<file path="src/hdl/dht_pkg.sv">
package dht_pkg;

	localparam int KEY_W = 31;
	localparam int SLOT_OUT_W = 4;

	localparam int DEF_TABLE_SLOTS = 16;
	localparam int DEF_STEP_MODULUS = 6;

	localparam logic [1:0] MODE_INSERT = 2'd0;
	localparam logic [1:0] MODE_SEARCH = 2'd1;
	localparam logic [1:0] MODE_DELETE = 2'd2;

	localparam logic [1:0] ST_OK = 2'd0;
	localparam logic [1:0] ST_MISS = 2'd1;
	localparam logic [1:0] ST_FULL = 2'd2;

	typedef struct packed {
		logic [1:0]       mode;
		logic [KEY_W-1:0] key;
	} req_t;

	typedef struct packed {
		logic [1:0]            status;
		logic [SLOT_OUT_W-1:0] slot;
	} rsp_t;

endpackage

</file>
<file path="src/hdl/double_hash_table.sv">
// channel   direction  handshake                      word
// cmd       in         start high while busy low      dht_pkg::req_t {mode, key}
// rsp       out        done high for one cycle        dht_pkg::rsp_t {status, slot}
//
// after reset the block clears the table, one slot a cycle, with busy high.
// an operation first takes key mod TABLE_SLOTS, then key mod STEP_MODULUS, and then folds
// the step into the table, all in one shared multiply unit,
// then probes (registered table read, then compare), up to TABLE_SLOTS probes;
// the next start is taken the cycle done is high.
// key zero or unused mode answers the cycle after start. the result strobe cannot be held off.
module double_hash_table #(
	parameter int TABLE_SLOTS  = dht_pkg::DEF_TABLE_SLOTS,
	parameter int STEP_MODULUS = dht_pkg::DEF_STEP_MODULUS
) (
	input  logic          clk,
	input  logic          arst_n,
	input  logic          start,
	output logic          busy,
	input  dht_pkg::req_t cmd,
	output logic          done,
	output dht_pkg::rsp_t rsp
);

	localparam int SLOT_W = $clog2(TABLE_SLOTS);
	localparam int MW_A   = $clog2(TABLE_SLOTS + 1);
	localparam int MW_B   = $clog2(STEP_MODULUS + 1);
	localparam int MW     = (MW_A > MW_B) ? MW_A : MW_B;

	localparam logic [2:0] S_CLEAR = 3'd0;
	localparam logic [2:0] S_IDLE  = 3'd1;
	localparam logic [2:0] S_HOME  = 3'd2;
	localparam logic [2:0] S_STEP  = 3'd3;
	localparam logic [2:0] S_STEPN = 3'd4;
	localparam logic [2:0] S_READ  = 3'd5;
	localparam logic [2:0] S_CHECK = 3'd6;

	logic [2:0] state_q;

	logic [1:0]                mode_q;
	logic [dht_pkg::KEY_W-1:0] key_q;
	logic [SLOT_W-1:0]         home_q;
	logic [SLOT_W-1:0]         step_q;
	logic [SLOT_W-1:0]         pos_q;
	logic [SLOT_W-1:0]         probe_q;
	logic                      done_q;
	dht_pkg::rsp_t             rsp_q;

	logic [dht_pkg::KEY_W-1:0] mem [TABLE_SLOTS];
	logic [dht_pkg::KEY_W-1:0] rd_data_q;

	logic                      rem_go;
	logic [dht_pkg::KEY_W-1:0] rem_num;
	logic                      rem_sel;
	logic                      rem_done;
	logic [MW-1:0]             rem;
	logic [MW-1:0]             stp;

	logic                      bad_cmd;
	logic                      empty;
	logic                      hit;
	logic                      stop;
	logic                      last_probe;
	logic [SLOT_W:0]           pos_sum;
	logic [SLOT_W-1:0]         pos_next;

	logic                      wr_en;
	logic [SLOT_W-1:0]         wr_addr;
	logic [dht_pkg::KEY_W-1:0] wr_data;

	dht_rem #(
		.MW    (MW),
		.MOD_A (TABLE_SLOTS),
		.MOD_B (STEP_MODULUS)
	) u_rem (
		.clk     (clk),
		.arst_n  (arst_n),
		.go      (rem_go),
		.num     (rem_num),
		.sel     (rem_sel),
		.done    (rem_done),
		.rem     (rem)
	);

	assign bad_cmd = (cmd.key == '0) || (cmd.mode != dht_pkg::MODE_INSERT &&
		cmd.mode != dht_pkg::MODE_SEARCH && cmd.mode != dht_pkg::MODE_DELETE);

	// a zero step probes with step one
	assign stp = (rem == '0) ? MW'(1) : rem;

	always_comb begin
		rem_go  = 1'b0;
		rem_num = key_q;
		rem_sel = 1'b0;
		if (state_q == S_IDLE && start && !bad_cmd) begin
			rem_go  = 1'b1;
			rem_num = cmd.key;
		end else if (state_q == S_HOME && rem_done) begin
			rem_go  = 1'b1;
			rem_sel = 1'b1;
		end else if (state_q == S_STEP && rem_done) begin
			// step goes through again to fold it below the table size
			rem_go  = 1'b1;
			rem_num = dht_pkg::KEY_W'(stp);
		end
	end

	assign empty      = (rd_data_q == '0);
	assign hit        = (rd_data_q == key_q);
	assign stop       = (mode_q == dht_pkg::MODE_INSERT) ? empty : (hit || empty);
	assign last_probe = (probe_q == SLOT_W'(TABLE_SLOTS - 1));
	assign pos_sum    = {1'b0, pos_q} + {1'b0, step_q};
	assign pos_next   = (pos_sum >= (SLOT_W + 1)'(TABLE_SLOTS)) ?
		SLOT_W'(pos_sum - (SLOT_W + 1)'(TABLE_SLOTS)) : pos_sum[SLOT_W-1:0];

	always_comb begin
		wr_en   = 1'b0;
		wr_addr = pos_q;
		wr_data = '0;
		if (state_q == S_CLEAR) begin
			wr_en = 1'b1;
		end else if (state_q == S_CHECK) begin
			if (mode_q == dht_pkg::MODE_INSERT && empty) begin
				wr_en   = 1'b1;
				wr_data = key_q;
			end else if (mode_q == dht_pkg::MODE_DELETE && hit) begin
				wr_en = 1'b1;
			end
		end
	end

	always_ff @(posedge clk) begin
		if (wr_en) begin
			mem[wr_addr] <= wr_data;
		end
		rd_data_q <= mem[pos_q];
	end

	always_ff @(posedge clk or negedge arst_n) begin
		if (!arst_n) begin
			state_q <= S_CLEAR;
			pos_q   <= '0;
			done_q  <= 1'b0;
		end else begin
			done_q <= 1'b0;
			unique case (state_q)
				S_CLEAR: begin
					if (pos_q == SLOT_W'(TABLE_SLOTS - 1)) begin
						state_q <= S_IDLE;
					end
					pos_q <= pos_q + SLOT_W'(1);
				end
				S_IDLE: begin
					if (start) begin
						if (bad_cmd) begin
							done_q <= 1'b1;
						end else begin
							state_q <= S_HOME;
						end
					end
				end
				S_HOME: begin
					if (rem_done) begin
						state_q <= S_STEP;
					end
				end
				S_STEP: begin
					if (rem_done) begin
						state_q <= S_STEPN;
					end
				end
				S_STEPN: begin
					if (rem_done) begin
						pos_q   <= home_q;
						state_q <= S_READ;
					end
				end
				S_READ: begin
					state_q <= S_CHECK;
				end
				S_CHECK: begin
					if (stop || last_probe) begin
						done_q  <= 1'b1;
						state_q <= S_IDLE;
					end else begin
						pos_q   <= pos_next;
						state_q <= S_READ;
					end
				end
				default: begin
					state_q <= S_IDLE;
				end
			endcase
		end
	end

	always_ff @(posedge clk) begin
		if (state_q == S_IDLE && start) begin
			mode_q       <= cmd.mode;
			key_q        <= cmd.key;
			rsp_q.status <= dht_pkg::ST_MISS;
			rsp_q.slot   <= '0;
		end
		if (state_q == S_HOME && rem_done) begin
			home_q <= rem[SLOT_W-1:0];
		end
		if (state_q == S_STEPN && rem_done) begin
			step_q  <= rem[SLOT_W-1:0];
			probe_q <= '0;
		end
		if (state_q == S_CHECK) begin
			probe_q <= probe_q + SLOT_W'(1);
			if (stop) begin
				if (hit || (mode_q == dht_pkg::MODE_INSERT && empty)) begin
					rsp_q.status <= dht_pkg::ST_OK;
					rsp_q.slot   <= dht_pkg::SLOT_OUT_W'(pos_q);
				end else begin
					rsp_q.status <= dht_pkg::ST_MISS;
					rsp_q.slot   <= '0;
				end
			end else if (last_probe) begin
				rsp_q.status <= (mode_q == dht_pkg::MODE_INSERT) ?
					dht_pkg::ST_FULL : dht_pkg::ST_MISS;
				rsp_q.slot   <= '0;
			end
		end
	end

	assign busy = (state_q != S_IDLE);
	assign done = done_q;
	assign rsp  = rsp_q;

	a_rem_in_div: assert property (@(posedge clk) disable iff (!arst_n)
		rem_done |-> (state_q == S_HOME || state_q == S_STEP || state_q == S_STEPN))
		else $error("remainder finished outside a division state");

	a_write_legal: assert property (@(posedge clk) disable iff (!arst_n)
		(state_q == S_CHECK && wr_en) |->
		((mode_q == dht_pkg::MODE_INSERT && empty) || (mode_q == dht_pkg::MODE_DELETE && hit)))
		else $error("table written without an empty slot on insert or a hit on delete");

	a_read_check: assert property (@(posedge clk) disable iff (!arst_n)
		state_q == S_READ |=> state_q == S_CHECK)
		else $error("probe read not followed by its compare");

	a_slot_zero: assert property (@(posedge clk) disable iff (!arst_n)
		(done && rsp.status != dht_pkg::ST_OK) |-> rsp.slot == '0)
		else $error("slot nonzero on a failed operation");

endmodule

</file>
<file path="src/hdl/dht_rem.sv">
// remainder by one of two fixed moduli (up to 4096) by reciprocal multiplication
// fold: x = hi * (2^16 mod m) + lo, below 2^28; then q = x * r >> s; then rem = x - q * m
// one multiplier serves all three steps, run in turn as phases fold, recip and back; rem is ready with done after back
module dht_rem #(
	parameter int MW    = 13,
	parameter int MOD_A = dht_pkg::DEF_TABLE_SLOTS,
	parameter int MOD_B = dht_pkg::DEF_STEP_MODULUS
) (
	input  logic                       clk,
	input  logic                       arst_n,
	input  logic                       go,
	input  logic [dht_pkg::KEY_W-1:0]  num,
	input  logic                       sel,
	output logic                       done,
	output logic [MW-1:0]              rem
);

	localparam int LO_W = 16;
	localparam int XW   = 28;
	localparam int QW   = XW - 1;
	localparam int BW   = 30;
	localparam int PW   = XW + BW;

	// exact for every x below 2^XW with s = XW + ceil(log2 m) and r = ceil(2^s / m)
	localparam int     S_A = XW + $clog2(MOD_A);
	localparam int     S_B = XW + $clog2(MOD_B);
	localparam longint R_A = ((longint'(1) << S_A) + longint'(MOD_A) - 1) / longint'(MOD_A);
	localparam longint R_B = ((longint'(1) << S_B) + longint'(MOD_B) - 1) / longint'(MOD_B);
	localparam longint C_A = (longint'(1) << LO_W) % longint'(MOD_A);
	localparam longint C_B = (longint'(1) << LO_W) % longint'(MOD_B);

	localparam logic [1:0] P_FOLD  = 2'd0;
	localparam logic [1:0] P_RECIP = 2'd1;
	localparam logic [1:0] P_BACK  = 2'd2;

	logic                      run_q;
	logic                      done_q;
	logic [1:0]                phase_q;
	logic                      sel_q;
	logic [dht_pkg::KEY_W-1:0] num_q;
	logic [XW-1:0]             x_q;
	logic [QW-1:0]             q_q;
	logic [MW-1:0]             rem_q;

	logic [XW-1:0] op_a;
	logic [BW-1:0] op_b;
	logic [PW-1:0] prod;
	logic [QW-1:0] shr_a;
	logic [QW-1:0] shr_b;
	logic [XW-1:0] x_next;
	logic [XW-1:0] back;

	always_comb begin
		op_a = XW'(num_q[dht_pkg::KEY_W-1:LO_W]);
		op_b = sel_q ? BW'(C_B) : BW'(C_A);
		if (phase_q == P_RECIP) begin
			op_a = x_q;
			op_b = sel_q ? BW'(R_B) : BW'(R_A);
		end else if (phase_q == P_BACK) begin
			op_a = XW'(q_q);
			op_b = sel_q ? BW'(MOD_B) : BW'(MOD_A);
		end
	end

	assign prod   = PW'(op_a) * PW'(op_b);
	assign shr_a  = QW'(prod >> S_A);
	assign shr_b  = QW'(prod >> S_B);
	assign x_next = prod[XW-1:0] + XW'(num_q[LO_W-1:0]);
	assign back   = x_q - prod[XW-1:0];

	always_ff @(posedge clk or negedge arst_n) begin
		if (!arst_n) begin
			run_q   <= 1'b0;
			done_q  <= 1'b0;
			phase_q <= P_FOLD;
		end else begin
			done_q <= 1'b0;
			if (go) begin
				run_q   <= 1'b1;
				phase_q <= P_FOLD;
			end else if (run_q) begin
				if (phase_q == P_BACK) begin
					run_q   <= 1'b0;
					done_q  <= 1'b1;
					phase_q <= P_FOLD;
				end else begin
					phase_q <= phase_q + 2'd1;
				end
			end
		end
	end

	always_ff @(posedge clk) begin
		if (go) begin
			num_q <= num;
			sel_q <= sel;
		end else if (run_q) begin
			if (phase_q == P_FOLD) begin
				x_q <= x_next;
			end
			if (phase_q == P_RECIP) begin
				q_q <= sel_q ? shr_b : shr_a;
			end
			if (phase_q == P_BACK) begin
				rem_q <= back[MW-1:0];
			end
		end
	end

	assign done = done_q;
	assign rem  = rem_q;

	a_go_idle: assert property (@(posedge clk) disable iff (!arst_n)
		go |-> !run_q)
		else $error("remainder started while busy");

	a_done_pulse: assert property (@(posedge clk) disable iff (!arst_n)
		done |=> !done)
		else $error("remainder done held over two cycles");

	a_rem_range: assert property (@(posedge clk) disable iff (!arst_n)
		done |-> (rem < (sel_q ? MW'(MOD_B) : MW'(MOD_A))))
		else $error("remainder not below its modulus");

endmodule

</file>
<file path="config.mk">
export PLATFORM = sky130hd
export DESIGN_NAME = double_hash_table
export DESIGN_NICKNAME = d
export VERILOG_FILES = /design/src/hdl/dht_pkg.sv /design/src/hdl/double_hash_table.sv /design/src/hdl/dht_rem.sv
export SDC_FILE = /design/constraint.sdc
export NUM_CORES = 2
export LEC_CHECK = 0
export ABC_CLOCK_PERIOD_IN_PS = 15870
export BUFFER_PORTS_ARGS = -buffer_cell sky130_fd_sc_hd__buf_2
export CAP_MARGIN = 40
export CORE_MARGIN = 2
export CORE_UTILIZATION = 25
export DETAILED_ROUTE_END_ITERATION = 8
export MAX_ROUTING_LAYER = met4
export SYNTH_ARGS = -nofsm -noshare
export SYNTH_HDL_FRONTEND = slang
export SYNTH_SLANG_ARGS = --single-unit
</file>
<file path="constraint.sdc">
create_clock -name clk -period 15.87 [get_ports clk]
set_input_delay 3.174 -clock clk [delete_from_list [all_inputs] [get_ports clk]]
set_output_delay 3.174 -clock clk [all_outputs]
set_load 0.01 [all_outputs]
</file>
==> results_dict.tcl <==
set metrics [dict create \
    area_growth_pct 13.1 \
    ios 44 \
    ys_types 87 \
    place_congestion 0.929 \
    cts_resized 0 \
    numCtsBuffers 68 \
    clkTransAtPathRegs_ns 0.07 \
    skew_ns 0.0439 \
    cts_root_buf "clkbuf_16" \
    post-cts-setup-buffers 0 \
    viasPerCell 4.62 \
    endpoint_kind "flop" \
    finalCriticalPeriod_ns 10.36 \
    relSlewSlack 0.410 \
    cts_sinks 682 \
    num_vias 24300 \
    hold_violations 0 \
    synth.largest_area_cell "edfxtp_1" \
    synth_top_area_share 0.467 \
    syn_area_per_cell_sq_um 13.7 \
    instances_no_fill 5256 \
    post-route-period-util 0.653 \
    grt_pass1_wl_microns 163000 \
    async_flop_share 0.0176 \
    yosysWarnings 0 \
    drtPass1Iterations 5 \
    grt_pass1_vias 24800 \
    setup_violations 0 \
    crit_fanout 26 \
    setup-tns-final_ns 0 \
    critPathMostFrequentCell "fa_1" \
    clk_latency_ns 0.66 \
    htreeDepth 3 \
    outcome "completed" \
    layout-drive-gt1-share 0.135 \
    wl_per_cell_microns 20.4 \
    critPathKind "flop to flop" \
    hpwl_microns 77700 \
    ctsHoldBuffers 0 \
    synth-edff-count 633 \
    fp.dieH_microns 408 \
    track_usage 0.133 \
    multi_input_area_sq_um 18800 \
    synth_top_cells_by_area "edfxtp_1 47%, fa_1 12%, ha_1 9.3%" \
    dpl.cell_count 5128 \
    core_area_sq_um 162000 \
    ant_nets 0 \
    drc 0 \
    clockBufferDepth 3 \
    grt_max_degree 46 \
    nFillCells 16400 \
    chipWidth_microns 408 \
    holdWs_ns 0.458 \
    synth_ff_type "edfxtp_1" \
    synth_cells 2968 \
    hold_path.class "flop to flop" \
    dieArea_sq_um 166000 \
    globalRouteOverflowTotal 0 \
    max-cap-violations 0 \
    drt_wl_total_microns 107000 \
    final_max_slew_viol_count 0 \
    ys_seq_area_frac 0.492 \
    worst-endpoint-required_ns 16.33 \
    start_util 0.251 \
    syn_nets 3552 \
    rsz0062_at_grt "false" \
    crit_path_max_incr_delay_ns 0.76 \
    fmax_mhz 96.5 \
    drt_iter0_drc 2320 \
    crit_path_start_kind "flop" \
    syn_area_sq_um 40700 \
    cts_tree "done" \
    yosys_register_bits 682 \
    regArea_sq_um 20100 \
    rows 148 \
    cp_slowest_cell "fa_1" \
    antenna_found_initial 5 \
    layout.nets 3607 \
    io_buffer_count 43 \
    worstMarginPinSlew_ns 0.885 \
    arrival_ns 10.82 \
]
per-stage QoR:
step                      utilization  worst slack, ns  area [sq um]
after floorplan                     -             7.73         40700
after global placement          0.269             5.92         43600
after detailed placement        0.270             5.70         43800
after CTS                       0.284             5.64         46100
after global routing            0.284             4.95         46100
final                           0.284             5.51         46100
area by class of cell:
| cell class | instances | share of cell area |
|---|---|---|
| clock inverters | 38 | 0.0112 |
| diodes | 3 | 0.000163 |
| clock buffers | 87 | 0.0395 |
| flip-flops and latches | 682 | 0.435 |
| inverters | 414 | 0.0337 |
| well taps | 2175 | 0.0590 |
| multi-input cells | 1768 | 0.408 |
| repair buffers | 89 | 0.0134 |
final timing paths:
kind,cells past startpoint,from,to,slack (ns)
worst min-delay path,0,u_rem.num_q[0],u_rem.x_q[0],0.46
max in group asynchronous,1,arst_n,pos_q[3],13.13
worst min register to register,0,u_rem.num_q[0],u_rem.x_q[0],0.46
worst max register to register,27,u_rem.phase_q[0],u_rem.q_q[25],5.51
min in group asynchronous,1,arst_n,done,2.43
worst max-delay path,27,u_rem.phase_q[0],u_rem.q_q[25],5.51
Yosys cell counts (5+ instances only):
master / n
o211a_1: 6
xnor2_1: 76
mux2i_1: 17
edfxtp_1: 633
nor2_1: 115
clkbuf_1: 76
a21o_1: 47
nor3_1: 39
buf_1: 15
o21a_1: 17
mux4_2: 155
fa_1: 246
o31ai_1: 8
nand2b_1: 12
a31oi_1: 10
xor2_1: 20
and3_1: 22
or2_2: 9
and2_1: 73
mux2_2: 12
dfxtp_1: 37
a221oi_1: 7
dfrtp_1: 12
o211ai_1: 11
a21boi_0: 5
ha_1: 302
nand2_1: 146
nor2b_1: 18
a21oi_1: 100
nor4_1: 28
o21ai_0: 60
or3_1: 7
o22ai_1: 5
nand3_1: 58
nand4_1: 23
a211oi_1: 32
o21bai_1: 15
inv_1: 412
state kept, by name (all words and copies together) (netlist names):
signal         flops
done               1
home_q             4
key_q             31
mem              496
mode_q             2
pos_q              4
probe_q            4
rd_data_q         31
rsp                6
state_q            3
step_q             4
u_rem.done         1
u_rem.num_q       31
u_rem.phase_q      2
u_rem.q_q         27
u_rem.rem          5
u_rem.run_q        1
u_rem.sel_q        1
u_rem.x_q         28
cell families (layout without fill, tap and decap cells):
family / count (synthesis) / count (layout) / synth area share
AO/OA/AOI/OAI: 362 / 362 / 0.0594
XOR/XNOR: 96 / 96 / 0.0206
adder cells (fa/ha/maj): 548 / 548 / 0.214
buffers and inverters: 518 / 628 / 0.0496
flip-flops: 682 / 682 / 0.492
multiplexers: 184 / 184 / 0.0932
other: 0 / 3 / 0
AND/OR/NAND/NOR: 578 / 578 / 0.0716
worst max-delay path: cells and delay by family, from the launching register on:
family	cells	cell delay, ns
buffers and inverters	7	1.37
flip-flops	1	0.55
adder cells (fa/ha/maj)	8	4.29
AO/OA/AOI/OAI	6	2.29
AND/OR/NAND/NOR	6	1.67
layer usage:
metal,share of wire,track usage,vias to the layer above
li1,-,-,10800
met1,0.44,0.177,12600
met5,0,-,-
met2,0.49,0.215,726
met4,0.020,0.0318,0
met3,0.052,0.0155,113
layout by cell type (no fill, tap or decap), types with 8 or more instances in the layout:
cell type,instances
a211oi_1,32
a21o_1,47
a21oi_1,100
a31oi_1,10
and2_1,73
and3_1,21
buf_2,47
buf_4,38
bufinv_16,8
clkbuf_1,14
clkbuf_16,68
clkinv_1,8
clkinv_2,9
dfrtp_1,8
dfxtp_1,37
edfxtp_1,633
fa_1,246
ha_1,302
inv_1,412
mux2_2,12
mux2i_1,17
mux4_2,155
nand2_1,146
nand2b_1,12
nand3_1,58
nand4_1,23
nor2_1,99
nor2_4,12
nor2b_1,18
nor3_1,34
nor4_1,28
o211ai_1,11
o21a_1,17
o21ai_0,60
o21bai_1,15
o31ai_1,8
or2_2,9
xnor2_1,76
xor2_1,20
Power is left out: the tool's default activity adds up to more than one toggle a clock period on the data nets, which glitch-free logic cannot reach.
